<file path="src/rtl/htfd_pkg.sv">
package htfd_pkg;

  // CRC-8 settings of the sensor frame: polynomial x^8+x^5+x^4+1, MSB first.
  localparam logic [7:0] CRC_POLY = 8'h31;
  localparam logic [7:0] CRC_INIT = 8'hFF;

  // Byte positions inside one six-byte frame, in bus order.
  localparam logic [2:0] POS_TEMP_MSB = 3'd0;
  localparam logic [2:0] POS_TEMP_LSB = 3'd1;
  localparam logic [2:0] POS_TEMP_CRC = 3'd2;
  localparam logic [2:0] POS_HUM_MSB  = 3'd3;
  localparam logic [2:0] POS_HUM_LSB  = 3'd4;
  localparam logic [2:0] POS_HUM_CRC  = 3'd5;

  // Fixed-point scale factors applied to a 16-bit raw word (result >> 16).
  localparam int TEMP_SCALE  = 17500;
  localparam int TEMP_OFFSET = 4500;
  localparam int HUM_SCALE   = 100;

  localparam int TEMP_W = 15;
  localparam int HUM_W  = 7;

  // One decoded frame result.
  typedef struct packed {
    logic                     hum_crc_ok;
    logic                     temp_crc_ok;
    logic [HUM_W-1:0]         humidity_percent;
    logic signed [TEMP_W-1:0] temperature_centideg;
  } result_t;

endpackage

</file>
<file path="src/rtl/htfd_crc8.sv">
module htfd_crc8 (
  input  logic [7:0] crc_in,
  input  logic [7:0] data_in,
  output logic [7:0] crc_out
);

  // Eight shift steps of the CRC register after folding in the byte.
  always_comb begin
    logic [7:0] c;
    c = crc_in ^ data_in;
    for (int k = 0; k < 8; k++) begin
      if (c[7]) begin
        c = {c[6:0], 1'b0} ^ htfd_pkg::CRC_POLY;
      end else begin
        c = {c[6:0], 1'b0};
      end
    end
    crc_out = c;
  end

endmodule

</file>
<file path="src/rtl/htfd_convert.sv">
module htfd_convert (
  input  logic [15:0]                              raw,
  output logic signed [htfd_pkg::TEMP_W-1:0]       temp_centideg,
  output logic [htfd_pkg::HUM_W-1:0]               hum_percent
);

  logic [30:0]                   temp_prod;
  logic [htfd_pkg::TEMP_W-1:0]   temp_scaled;
  logic [22:0]                   hum_prod;

  // Temperature: raw * 17500 / 65536, then the offset of 45.00 degrees.
  assign temp_prod     = 31'(raw) * 31'(htfd_pkg::TEMP_SCALE);
  assign temp_scaled   = temp_prod[30:16];
  assign temp_centideg = $signed(temp_scaled - htfd_pkg::TEMP_W'(htfd_pkg::TEMP_OFFSET));

  // Humidity: raw * 100 / 65536, truncated.
  assign hum_prod    = 23'(raw) * 23'(htfd_pkg::HUM_SCALE);
  assign hum_percent = hum_prod[22:16];

endmodule

</file>
<file path="src/rtl/htfd_frame.sv">
module htfd_frame (
  input  logic                clk,
  input  logic                rst_n,
  input  logic                step,
  input  logic [7:0]          rx_byte,
  input  logic                frame_start,
  output logic                has_result,
  output htfd_pkg::result_t   result
);

  logic [2:0]                            pos_r, pos_nxt, eff_pos;
  logic [7:0]                            crc_r, crc_nxt, crc_base, crc_new;
  logic [15:0]                           word_r, word_nxt;
  logic signed [htfd_pkg::TEMP_W-1:0]    held_temp_r, held_temp_nxt, conv_temp;
  logic [htfd_pkg::HUM_W-1:0]            held_hum_r, held_hum_nxt, conv_hum;
  logic                                  temp_ok_r, temp_ok_nxt;
  logic                                  crc_match;
  logic                                  restart;

  // A start mark or an impossible position restarts the frame.
  assign restart  = frame_start || (pos_r > htfd_pkg::POS_HUM_CRC);
  assign eff_pos  = restart ? htfd_pkg::POS_TEMP_MSB : pos_r;
  assign crc_base = restart ? htfd_pkg::CRC_INIT : crc_r;
  assign crc_match = (crc_base == rx_byte);

  htfd_crc8 u_crc (
    .crc_in  (crc_base),
    .data_in (rx_byte),
    .crc_out (crc_new)
  );

  htfd_convert u_conv (
    .raw           (word_r),
    .temp_centideg (conv_temp),
    .hum_percent   (conv_hum)
  );

  // Next state for one byte.
  always_comb begin
    word_nxt      = word_r;
    crc_nxt       = htfd_pkg::CRC_INIT;
    held_temp_nxt = held_temp_r;
    held_hum_nxt  = held_hum_r;
    temp_ok_nxt   = temp_ok_r;
    case (eff_pos)
      htfd_pkg::POS_TEMP_MSB, htfd_pkg::POS_HUM_MSB: begin
        word_nxt = {rx_byte, 8'h00};
        crc_nxt  = crc_new;
      end
      htfd_pkg::POS_TEMP_LSB, htfd_pkg::POS_HUM_LSB: begin
        word_nxt = {word_r[15:8], rx_byte};
        crc_nxt  = crc_new;
      end
      htfd_pkg::POS_TEMP_CRC: begin
        temp_ok_nxt = crc_match;
        if (crc_match) begin
          held_temp_nxt = conv_temp;
        end
      end
      default: begin
        if (crc_match) begin
          held_hum_nxt = conv_hum;
        end
      end
    endcase
    pos_nxt = (eff_pos == htfd_pkg::POS_HUM_CRC) ? htfd_pkg::POS_TEMP_MSB : eff_pos + 3'd1;
  end

  // The humidity CRC byte closes the frame and yields the result.
  assign has_result                  = (eff_pos == htfd_pkg::POS_HUM_CRC);
  assign result.temperature_centideg = held_temp_r;
  assign result.humidity_percent     = held_hum_nxt;
  assign result.temp_crc_ok          = temp_ok_r;
  assign result.hum_crc_ok           = crc_match;

  // Control and held values.
  always_ff @(posedge clk) begin
    if (!rst_n) begin
      pos_r       <= htfd_pkg::POS_TEMP_MSB;
      crc_r       <= htfd_pkg::CRC_INIT;
      held_temp_r <= '0;
      held_hum_r  <= '0;
      temp_ok_r   <= 1'b0;
    end else if (step) begin
      pos_r       <= pos_nxt;
      crc_r       <= crc_nxt;
      held_temp_r <= held_temp_nxt;
      held_hum_r  <= held_hum_nxt;
      temp_ok_r   <= temp_ok_nxt;
    end
  end

  // The word buffer is always written before it is read.
  always_ff @(posedge clk) begin
    if (step) begin
      word_r <= word_nxt;
    end
  end

endmodule

</file>
<file path="src/rtl/humidity_temp_frame_decoder_core.sv">
// Humidity/temperature frame decoder.
// The input channel takes one received sensor byte per request: in_tdata
// carries the byte, in_tuser marks the first byte of a six-byte frame
// (temperature MSB, LSB, CRC, humidity MSB, LSB, CRC). Each word is checked
// with CRC-8 (poly 0x31, init 0xFF); a good word updates its held value,
// a bad one leaves it.
// After the sixth byte one request leaves on the output channel with both
// held values and both CRC flags; the other five bytes give no output.
// The input register takes a byte at acceptance; a closing byte's result
// then moves into the output register, which drives out_tvalid, and stays
// there until the receiver takes it with out_tready.
// Throughput: one byte per cycle unless a closing byte waits for the output;
// the CRC step and the constant multiplies sit in the single logic stage
// between the input and output registers. Reset clears the frame position,
// the CRC, the held values and both channels. When the receiver stalls, the
// output register holds its result and the input stage keeps taking bytes
// until a second result is waiting, at which point in_tready drops.
module humidity_temp_frame_decoder_core (
  input  logic        clk,
  input  logic        rst_n,
  input  logic        in_tvalid,
  output logic        in_tready,
  input  logic [7:0]  in_tdata,   // [7:0] rx_byte
  input  logic        in_tuser,   // [0] frame_start
  output logic        out_tvalid,
  input  logic        out_tready,
  output logic [23:0] out_tdata   // [14:0] temperature_centideg, [21:15] humidity_percent,
                                  // [22] temp_crc_ok, [23] hum_crc_ok
);

  logic              s1_valid_r;
  logic [7:0]        s1_byte_r;
  logic              s1_start_r;
  logic              has_result;
  logic              out_free;
  logic              s1_fire;
  logic              out_valid_r;
  htfd_pkg::result_t result;
  htfd_pkg::result_t out_data_r;

  // Stage handshake: bytes without a result never wait for the output.
  assign out_free  = !out_valid_r || out_tready;
  assign s1_fire   = s1_valid_r && (!has_result || out_free);
  assign in_tready = !s1_valid_r || s1_fire;

  // Input register.
  always_ff @(posedge clk) begin
    if (!rst_n) begin
      s1_valid_r <= 1'b0;
    end else if (in_tready) begin
      s1_valid_r <= in_tvalid;
    end
  end

  always_ff @(posedge clk) begin
    if (in_tready && in_tvalid) begin
      s1_byte_r  <= in_tdata;
      s1_start_r <= in_tuser;
    end
  end

  htfd_frame u_frame (
    .clk         (clk),
    .rst_n       (rst_n),
    .step        (s1_fire),
    .rx_byte     (s1_byte_r),
    .frame_start (s1_start_r),
    .has_result  (has_result),
    .result      (result)
  );

  // Output register.
  always_ff @(posedge clk) begin
    if (!rst_n) begin
      out_valid_r <= 1'b0;
    end else if (out_free) begin
      out_valid_r <= s1_fire && has_result;
    end
  end

  always_ff @(posedge clk) begin
    if (s1_fire && has_result) begin
      out_data_r <= result;
    end
  end

  assign out_tvalid = out_valid_r;
  assign out_tdata  = {out_data_r.hum_crc_ok, out_data_r.temp_crc_ok,
                       out_data_r.humidity_percent, out_data_r.temperature_centideg};

  // The input side is open right after reset.
  a_ready_after_reset: assert property (@(posedge clk) !rst_n |=> in_tready)
    else $error("in_tready low after reset");

  // A closing byte that moves on always lands in the output register.
  a_result_loaded: assert property (@(posedge clk) disable iff (!rst_n)
    (s1_fire && has_result) |=> out_valid_r)
    else $error("result lost on its way to the output register");

  // A closing byte blocked by a full output stays in the input stage.
  a_result_waits: assert property (@(posedge clk) disable iff (!rst_n)
    (s1_valid_r && has_result && !out_free) |=> (s1_valid_r && $stable(s1_byte_r)))
    else $error("closing byte dropped while output was stalled");

endmodule
</file>
<file path="config.mk">
export PLATFORM = sky130hd
export DESIGN_NAME = humidity_temp_frame_decoder_core
export DESIGN_NICKNAME = d
export VERILOG_FILES = /design/src/rtl/htfd_pkg.sv /design/src/rtl/htfd_crc8.sv /design/src/rtl/htfd_convert.sv /design/src/rtl/htfd_frame.sv /design/src/rtl/humidity_temp_frame_decoder_core.sv
export SDC_FILE = /design/constraint.sdc
export NUM_CORES = 1
export LEC_CHECK = 0
export BUFFER_PORTS_ARGS = -buffer_cell sky130_fd_sc_hd__buf_2
export CORE_MARGIN = 3
export CORE_UTILIZATION = 53
export CTS_BUF_LIST = sky130_fd_sc_hd__clkbuf_4
export DETAILED_ROUTE_END_ITERATION = 10
export PLACE_DENSITY = 0.76
export SKIP_LAST_GASP = 1
export SLEW_MARGIN = 20
export SYNTH_ARGS = -nofsm -noshare
export SYNTH_HDL_FRONTEND = slang
export SYNTH_SLANG_ARGS = --single-unit
</file>
<file path="constraint.sdc">
create_clock -name clk -period 12.67 [get_ports clk]
set_input_delay 2.534 -clock clk [delete_from_list [all_inputs] [get_ports clk]]
set_output_delay 2.534 -clock clk [all_outputs]
set_load 0.03 [all_outputs]
</file>
==> results of run 1 <==
layout make-up:
type | count | area [sq um] | share of cell area (%)
repair buffers | 41 | 213 | 2.53
flip-flops and latches | 85 | 2190 | 26.1
well taps | 184 | 230 | 2.74
clock inverters | 7 | 48.8 | 0.581
diodes | 1 | 2.50 | 0.0298
inverters | 123 | 462 | 5.50
multi-input cells | 555 | 5180 | 61.7
clock buffers | 9 | 67.6 | 0.805
worst paths after layout:
path         cells past startpoint                    from                      end  slack (ns)
min reg2reg                      0  u_frame.held_temp_r[2]             out_tdata[2]        0.45
min                              0  u_frame.held_temp_r[2]             out_tdata[2]        0.45
max                             19      u_frame.word_r[14]  u_frame.held_temp_r[10]        6.82
max reg2reg                     19      u_frame.word_r[14]  u_frame.held_temp_r[10]        6.82
placed cells by master, fill, tap and decap left out, drive strengths merged, types with 3 or more instances in the layout:
cell,count
ha,131
o211ai,6
or3,3
a2111oi,3
nor2b,10
dfxtp,36
o21a,5
buf,41
nand2,46
edfxtp,49
clkinvlp,3
nor3,8
mux2,7
a2111o,3
a211oi,10
nor2,48
mux2i,12
a31oi,9
nor4,5
and4,5
a21oi,24
nand2b,3
a21o,14
xnor2,35
nand4,4
nand3,10
o21ai,13
xor2,13
a211o,3
clkbuf,9
inv,125
and2,16
and3,7
o22ai,9
o221ai,6
o21bai,3
fa,54
power groups by stage:
stage,clock [mW],sequential [mW],combinational [mW]
after floorplan,0,0.317,0.611
after global placement,0,0.322,0.740
after detailed placement,0,0.322,0.749
after CTS,0.144,0.316,0.757
after global routing,0.154,0.318,0.856
final,0.139,0.316,0.758
critical path: stages (launching register included):
cell	delay, ns
edfxtp_1	0.59
ha_1	0.40
fa_1	0.47
ha_1	0.33
fa_1	0.48
inv_1	0.05
fa_1	0.52
inv_1	0.04
ha_1	0.40
a21o_1	0.21
a31o_1	0.20
a21o_1	0.16
o21ai_0	0.27
nand2_1	0.11
ha_1	0.23
o32ai_1	0.35
a21oi_2	0.13
a2111oi_1	0.46
a2111o_1	0.22
o221ai_1	0.10
routing by layer:
layer	GRT usage [%]	wire, microns	up-vias
met5	0	0	-
met4	5.12	216	0
met3	3.38	467	16
met2	29.8	6740	74
met1	26.1	7090	2603
li1	-	-	2803
state kept, by name, summed over array words and instances (netlist names):
| register | cells |
|---|---|
| out_tdata | 24 |
| u_frame.held_hum_r | 7 |
| u_frame.temp_ok_r | 1 |
| s1_valid_r | 1 |
| s1_start_r | 1 |
| s1_byte_r | 8 |
| u_frame.pos_r | 3 |
| u_frame.held_temp_r | 15 |
| u_frame.crc_r | 8 |
| out_tvalid | 1 |
| u_frame.word_r | 16 |
kinds of logic (layout without fill, tap and decap cells):
kind of cell	Yosys count	in the layout	synth area share (%)
flops	85	85	27.7
mux	19	19	2.51
other cells	0	1	0
compound gates	135	135	12.6
xor+xnor	48	48	5.31
buf+inv	143	180	6.90
simple gates	168	168	10.6
fa+ha+maj	185	185	34.3
stage by stage:
stage	util, %	instances	total power, mW
floorplan	-	783	0.927
global placement	56.7	988	1.06
detailed placement	56.7	988	1.07
CTS	57.5	1004	1.22
global route	57.5	1004	1.33
finish	57.6	1005	1.21
==> impl_metrics.csv, run 1 <==
group,metric,value,unit
floorplanning,die_y,128,microns
timing,hold_violations,0,
synthesis,synth_enable_flop_cells,49,
synthesis,avgSynthCellArea,10.1,sq um
cts,cts_buffers,9,
global_route,track_usage,18.6,%
synthesis,syn_inst,783,
place,hpwl,12000,microns
route,drtPass1Iterations,4,
cts,cts_max_level,3,
power,p_clk_share,11.5,%
worst_setup_path,critPathKind,"reg -> reg",
worst_setup_path,cp-start-kind,"flip-flop",
synthesis,synthesis.area,7920,sq um
cts,cts_tree,"yes",
timing,final.min_clock_period,5.85,ns
timing,setup_viol,0,
timing,slew-limit-headroom,47.3,%
timing,rsz0062_at_grt,"false",
synthesis,syn_nets,981,
outcome,status,"finished, final reports clean",
global_route,grt_pass1_wl,24900,microns
synthesis,synth_cell_types,69,
synthesis,ys_warn_count,0,
cts,clkLatencyLatePin,0.48,ns
synthesis,synth_seq_cells,85,
min_path,hold_class,"reg -> reg",
route,viasPerCell,5.47,
cts,clkTransAtPathRegs,0.14,ns
power,powerDensity,144,nW/um^2
layout,stdcell_area,8400,sq um
global_route,grt_pass1_vias,5341,
worst_setup_path,crit_fanout,9,
layout,layout-drive-gt1-share,9.63,%
floorplanning,pin_count,39,
power,leakagePower,3.97,nW
floorplanning,initial_utilization,54.3,%
synthesis,yosysSeqAreaShare,27.7,%
floorplanning,die-area,16400,sq um
layout,area_delta_synth_final,6.05,%
route,drc,0,
global_route,grt.overflow.total,0,
global_route,grt_start_max_net_pins,25,
worst_setup_path,crit_path_end_kind,"flip-flop",
power,switching_share,45.3,%
timing,max_freq,171,MHz
cts,cts_setup_buffers,0,
route,ant_nets,0,
timing,timing.setup.tns,0,ns
timing,worst_slack,6.82,ns
synthesis,yosysTopAreaCell,"ha_1",
route,wl_per_cell,14.4,microns
cts,cts_root_buffer,"clkbuf_4",
power,p_seq_share,26.0,%
synthesis,synth_top_area_share,20.7,%
place,place_congestion,0.877,
worst_setup_path,crit_arrival,6.22,ns
synthesis,synthArstFlopShare,0,%
route,first_iter_violations,276,
cts,postCtsHoldBufs,0,
floorplanning,die_w,128,microns
power,internal_power,0.663,mW
place,pre_cts_ws,6.82,ns
cts,ctsResizeCount,0,
cts,clockBufferDepth,2,
worst_setup_path,required,13.05,ns
synthesis,yosysMostFrequentCell,"ha_1",
power,vdd_drop_max,0.0740,mV
global_route,antenna_found_initial,0,
route,routed_wl,14500,microns
timing,skew,0.0164,ns
power,p_sw,0.550,mW
layout,final_net_count,1013,
route,vias,5496,
place,placed_area,8280,sq um
job,maxCapViolations,0,
timing,finalCritPeriodShare,46.1,%
timing,worst_pin_slew,0.789,ns
cts,cts_sinks,85,
layout,fillCellCount,1273,
timing,slew_viol_final,0,
synthesis,synth_flop_cell,"edfxtp_1",
power,pwr-share-comb,62.5,%
synthesis,synthTopCellsByCount,"131 x ha_1, 123 x inv_1, 54 x fa_1",
floorplanning,rows,44,
place,portBuffers,38,
timing,hold_slack,0.446,ns
floorplanning,core,14600,sq um
synthesis,synth_area_leaders,"ha_1 21%, edfxtp_1 19%, fa_1 14%",
(Power assumes the default switching activity.)
==> inputs of run 2 (changes only) <==
- clock period: 12.67 -> 6 ns (I/O delays scaled with it)
==> run 2 against run 1 <==
- clock power rose by 110%
- register-to-register slack worse by 6.6 ns
- flip-flop and latch count unchanged
- via count grew 0.60%
- routed wire length grew 1.8%
- first-iteration DRC count decreased by 4.0%
- global-route usage is 0.39 points higher
- critical endpoint is now u_frame.held_temp_r[13]
- critical path depth is 2 lower
- maximum frequency is 1.5% higher
- clock skew is 0.0022 ns higher
- cell count increased by 0.50%
- combinational power is 120% higher
==> impl_metrics.csv, run 2 (synthesis gave the netlist of run 1 again) <==
group,metric,value,unit
route,viasPerCell,5.47,
min_path,hold_end,"out_tdata[3]",
layout,layout-drive-gt1-share,10.5,%
place,hpwl,12000,microns
cts,cts_buffers,9,
worst_setup_path,cp-start-kind,"flip-flop",
timing,hold_slack,0.447,ns
power,leakagePower,4.00,nW
cts,clockBufferDepth,2,
global_route,track_usage,19.0,%
timing,slew_viol_final,0,
min_path,min-delay-start,"u_frame.held_temp_r[3]",
layout,final_cell_mix,"131 x ha_1, 123 x inv_1, 54 x fa_1",
timing,max_freq,174,MHz
cts,postCtsHoldBufs,0,
outcome,status,"finished, final reports clean",
floorplanning,die_w,128,microns
cts,clkLatencyLatePin,0.48,ns
global_route,grt_pass1_wl,25400,microns
power,powerDensity,306,nW/um^2
cts,cts_root_buffer,"clkbuf_4",
floorplanning,die-area,16400,sq um
place,place_congestion,0.880,
worst_setup_path,r2r_cells,17,
worst_setup_path,r2r_setup_slack,0.24,ns
cts,cts_sinks,85,
worst_setup_path,crit_fanout,8,
worst_setup_path,crit_arrival,6.11,ns
cts,cts_setup_buffers,0,
layout,area_delta_synth_final,6.87,%
timing,final.min_clock_period,5.76,ns
cts,cts_tree,"yes",
route,first_iter_violations,265,
floorplanning,die_y,128,microns
layout,largest_register_ffs,24,
place,place_inst,993,
worst_setup_path,required,6.35,ns
global_route,antenna_found_initial,1,
timing,slew-limit-headroom,45.6,%
timing,setup_viol,0,
route,drtPass1Iterations,4,
global_route,grt_pass1_vias,5385,
layout,layout_commonest_cell,"ha_1",
floorplanning,rows,44,
job,maxCapViolations,0,
floorplanning,pin_count,39,
route,vias,5529,
timing,worst_pin_slew,0.814,ns
route,ant_nets,0,
global_route,grt.overflow.total,0,
layout,final_core_util,58.0,%
place,portBuffers,38,
floorplanning,core,14600,sq um
min_path,hold_class,"reg -> reg",
cts,cts_max_level,3,
floorplanning,initial_utilization,54.3,%
min_path,hold_path_depth,0,
route,routed_wl,14800,microns
worst_setup_path,critPathKind,"reg -> reg",
timing,finalCritPeriodShare,96.0,%
timing,skew,0.0187,ns
worst_setup_path,crit_path_end_kind,"flip-flop",
worst_setup_path,r2r-start,"u_frame.word_r[11]",
route,wl_per_cell,14.6,microns
layout,final_net_count,1018,
global_route,grt_start_max_net_pins,25,
power,vdd_drop_max,0.183,mV
route,drc,0,
timing,hold_violations,0,
worst_setup_path,timing.rr.end,"u_frame.held_temp_r[13]",
layout,layoutNonFillerInstCount,1010,
cts,clkTransAtPathRegs,0.14,ns
## run 2: final cells by class
class | instances | area, sq um
Inverter | 123 | 462
Clock inverter | 7 | 51.3
Fill cell | 1225 | 6130
Clock buffer | 9 | 67.6
Multi-Input combinational cell | 555 | 5210
Sequential cell | 85 | 2190
Tap cell | 184 | 230
Antenna cell | 1 | 2.50
Timing Repair Buffer | 46 | 250
## run 2: per-layer routing
layer,vias to the layer above,global-route usage (%),wire length (microns)
li1,2807,-,-
met1,2616,26.3,7060
met2,90,30.2,6930
met3,16,4.25,593
met4,0,5.31,198
met5,-,0,0
## run 2: metrics by stage
stage | power, mW | setup TNS (ns) | area, sq um | worst slack [ns]
finish | 2.59 | 0 | 8460 | 0.242
global route | 2.84 | -0.0146 | 8460 | -0.0146
CTS | 2.56 | 0 | 8440 | 0.174
detailed placement | 2.26 | 0 | 8320 | 0.183
global placement | 2.24 | 0 | 8320 | 0.332
floorplan | 1.96 | 0 | 7920 | 0.551
## run 2: timing repair
action,CTS,global route
resized for setup,0,4
setup endpoints to repair,0,1
endpoints found under the hold margin,0,0
## run 2: critical path: stages, from the launching register on
cell and delay, ns:
edfxtp_1 0.52, ha_1 0.38, fa_1 0.48, ha_1 0.34
fa_1 0.49, inv_1 0.05, fa_1 0.52, inv_1 0.04
ha_1 0.37, a21o_1 0.23, a31o_1 0.25, a221o_1 0.38
a31oi_1 0.30, xor2_1 0.28, o211ai_1 0.24, a32oi_1 0.46
a2111o_1 0.21, o221ai_1 0.09
## run 2: how the worst max path moves through the flow
stage	cells past startpoint	startpoint	end
after global placement	19	u_frame.word_r[11]	u_frame.held_temp_r[10]
final	17	u_frame.word_r[11]	u_frame.held_temp_r[13]
after global routing	17	u_frame.word_r[11]	u_frame.held_temp_r[10]
after floorplan	18	u_frame.word_r[14]	u_frame.held_temp_r[10]
after detailed placement	19	u_frame.word_r[11]	u_frame.held_temp_r[10]
after CTS	19	u_frame.word_r[11]	u_frame.held_temp_r[10]
## run 2: report_power, final
group,internal [mW],total [mW],leakage [nW],switching [mW]
clock,0.0859,0.294,0.0623,0.208
sequential,0.635,0.664,0.764,0.0283
combinational,0.695,1.63,3.18,0.936
==> inputs of run 3 (changes only) <==
- CORE_UTILIZATION: 53 -> 25
- PLACE_DENSITY: 0.76 -> 0.45
==> run 3 against run 2 <==
- flip-flop and latch count is the same
- die area up 110%
- maximum frequency grew 0.54%
- clock power rose by 28%
- cell count increased by 22%
- critical path type unchanged
- count of clock-buffer cells in the layout is the same
- largest cell class unchanged
- cell area rose by 4.4%
- routed wire length rose by 16%
- non-clock buffer count increased by 10
- utilization fell by 29 points
==> impl_metrics.csv, run 3 (synthesis gave the netlist of run 1 again) <==
group,metric,value,unit
cts,postCtsHoldBufs,0,
timing,final.min_clock_period,5.73,ns
cts,clkTransAtPathRegs,0.14,ns
layout,final_net_count,1028,
min_path,hold_class,"reg -> reg",
floorplanning,initial_utilization,25.6,%
cts,cts_root_buffer,"clkbuf_4",
floorplanning,pin_count,39,
worst_setup_path,crit_arrival,6.11,ns
route,routed_wl,17100,microns
power,vdd_drop_max,0.134,mV
power,totalPowerFinal,2.71,mW
timing,worst_slack,0.273,ns
worst_setup_path,worstPathBufferInverterCount,2,
power,pwr-share-comb,61.7,%
power,internal_power,1.51,mW
timing,slew_viol_final,0,
power,powerDensity,307,nW/um^2
worst_setup_path,cpLargestDelayFamily,"adder cells",
worst_setup_path,crit_fanout,8,
worst_setup_path,required,6.39,ns
cts,clockBufferDepth,2,
worst_setup_path,cp-start-kind,"flip-flop",
floorplanning,die_y,184,microns
layout,largest_register_ffs,24,
floorplanning,die_w,184,microns
route,viasPerCell,4.45,
floorplanning,die-area,33800,sq um
route,wl_met3,328,microns
place,place_inst,1213,
worst_setup_path,critPathMaxStageDelay,0.52,ns
cts,cts_tree,"yes",
timing,finalCritPeriodShare,95.4,%
global_route,antenna_found_initial,1,
cts,clkLatencyLatePin,0.46,ns
floorplanning,rows,64,
route,drc,0,
timing,hold_slack,0.448,ns
route,vias,5486,
power,p_seq_share,24.5,%
layout,layout-drive-gt1-share,11.6,%
cts,cts_max_level,3,
floorplanning,core,30900,sq um
global_route,grt_start_max_net_pins,25,
layout,final_cell_mix,"131 x ha_1, 123 x inv_1, 54 x fa_1",
global_route,grt.overflow.total,0,
layout,layout_commonest_cell,"ha_1",
timing,worst_pin_slew,0.965,ns
route,wl_per_cell,13.9,microns
job,maxCapViolations,0,
worst_setup_path,crit_path_end_kind,"flip-flop",
timing,timing.setup.tns,0,ns
timing,max_freq,175,MHz
worst_setup_path,crit_chain,"ha_1 > fa_1 > ha_1 > fa_1 > inv_1 > fa_1 > inv_1 > ha_1 > a21o_1 > a31o_1 > a221o_1 > a221oi_2 > xnor2_1 > nand2_1 > a211o_1 > a2111o_1 > o221ai_1",
power,leakagePower,4.07,nW
place,place_congestion,0.790,
power,p_clk_share,13.8,%
cts,cts_sinks,85,
global_route,grt_pass1_wl,28400,microns
route,highest_layer,"met4",
timing,skew,0.0183,ns
route,met1_length,8820,microns
route,wl_met2,7810,microns
worst_setup_path,critPathKind,"reg -> reg",
place,pre_cts_ws,0.296,ns
route,ant_nets,0,
timing,hold_violations,0,
timing,setup_viol,0,
global_route,grt_pass1_vias,5412,
route,drtPass1Iterations,4,
power,p_sw,1.20,mW
layout,layoutNonFillerInstCount,1232,
route,first_iter_violations,195,
layout,area_delta_synth_final,11.5,%
place,portBuffers,38,
outcome,status,"finished, final reports clean",
timing,slew-limit-headroom,35.7,%
worst_setup_path,cpMaxStageDelayCell,"fa_1",
timing,rsz0062_at_grt,"true",
cts,cts_buffers,9,
global_route,track_usage,10.4,%
power,switching_share,44.3,%
place,hpwl,14200,microns
-- run 3: cell count changes in the layout (fill, tap and decap cells not counted), sizes merged --
| cell | change |
|---|---|
| bufinv | +2 |
| clkinv | +1 |
| clkinvlp | -2 |
| buf | +10 |
| inv | -1 |
-- run 3: worst register-to-register path, cell delays in order (launching register included) --
cell      delay [ns]
edfxtp_1        0.49
ha_1            0.36
fa_1            0.48
ha_1            0.33
fa_1            0.48
inv_1           0.05
fa_1            0.52
inv_1           0.04
ha_1            0.38
a21o_1          0.24
a31o_1          0.26
a221o_1         0.35
a221oi_2        0.42
xnor2_1         0.32
nand2_1         0.19
a211o_1         0.31
a2111o_1        0.36
o221ai_1        0.07
-- run 3: metrics by stage --
stage | area [sq um] | utilization (%)
2_1_floorplan | 7920 | -
6_report | 8830 | 28.6
4_1_cts | 8800 | 28.5
3_3_place_gp | 8640 | 28.0
3_5_place_dp | 8640 | 28.0
5_1_grt | 8830 | 28.6
-- run 3: power groups by stage --
stage / clock network, mW / logic (mW) / registers [mW]
after floorplan: 0 / 1.29 / 0.669
after global placement: 0 / 1.67 / 0.678
after detailed placement: 0 / 1.66 / 0.678
after CTS: 0.400 / 1.67 / 0.665
after global routing: 0.417 / 1.90 / 0.669
final: 0.375 / 1.67 / 0.664
-- run 3: path summary, 6_finish.rpt --
check	start	to	slack, ns	cells past startpoint
min	u_frame.held_temp_r[7]	out_tdata[7]	0.45	0
max reg2reg	u_frame.word_r[12]	u_frame.held_temp_r[10]	0.27	17
min reg2reg	u_frame.held_temp_r[7]	out_tdata[7]	0.45	0
max	u_frame.word_r[12]	u_frame.held_temp_r[10]	0.27	17
-- run 3: layout make-up --
type | count | area, sq um
Antenna cell | 1 | 2.50
Fill cell | 3284 | 22100
Clock buffer | 9 | 67.6
Tap cell | 396 | 495
Sequential cell | 85 | 2190
Clock inverter | 7 | 90.1
Inverter | 123 | 462
Multi-Input combinational cell | 555 | 5200
Timing Repair Buffer | 56 | 325
-- run 3: timing repair --
item / in CTS / in global routing
buffers inserted: 0 / 2
gates resized for setup: 0 / 3
endpoints found under the setup margin: 0 / 4
-- run 3: layer usage --
layer,up-vias,track usage [%]
met5,-,0
met4,0,2.60
met3,10,1.70
met2,48,16.6
met1,2594,14.7
li1,2834,-
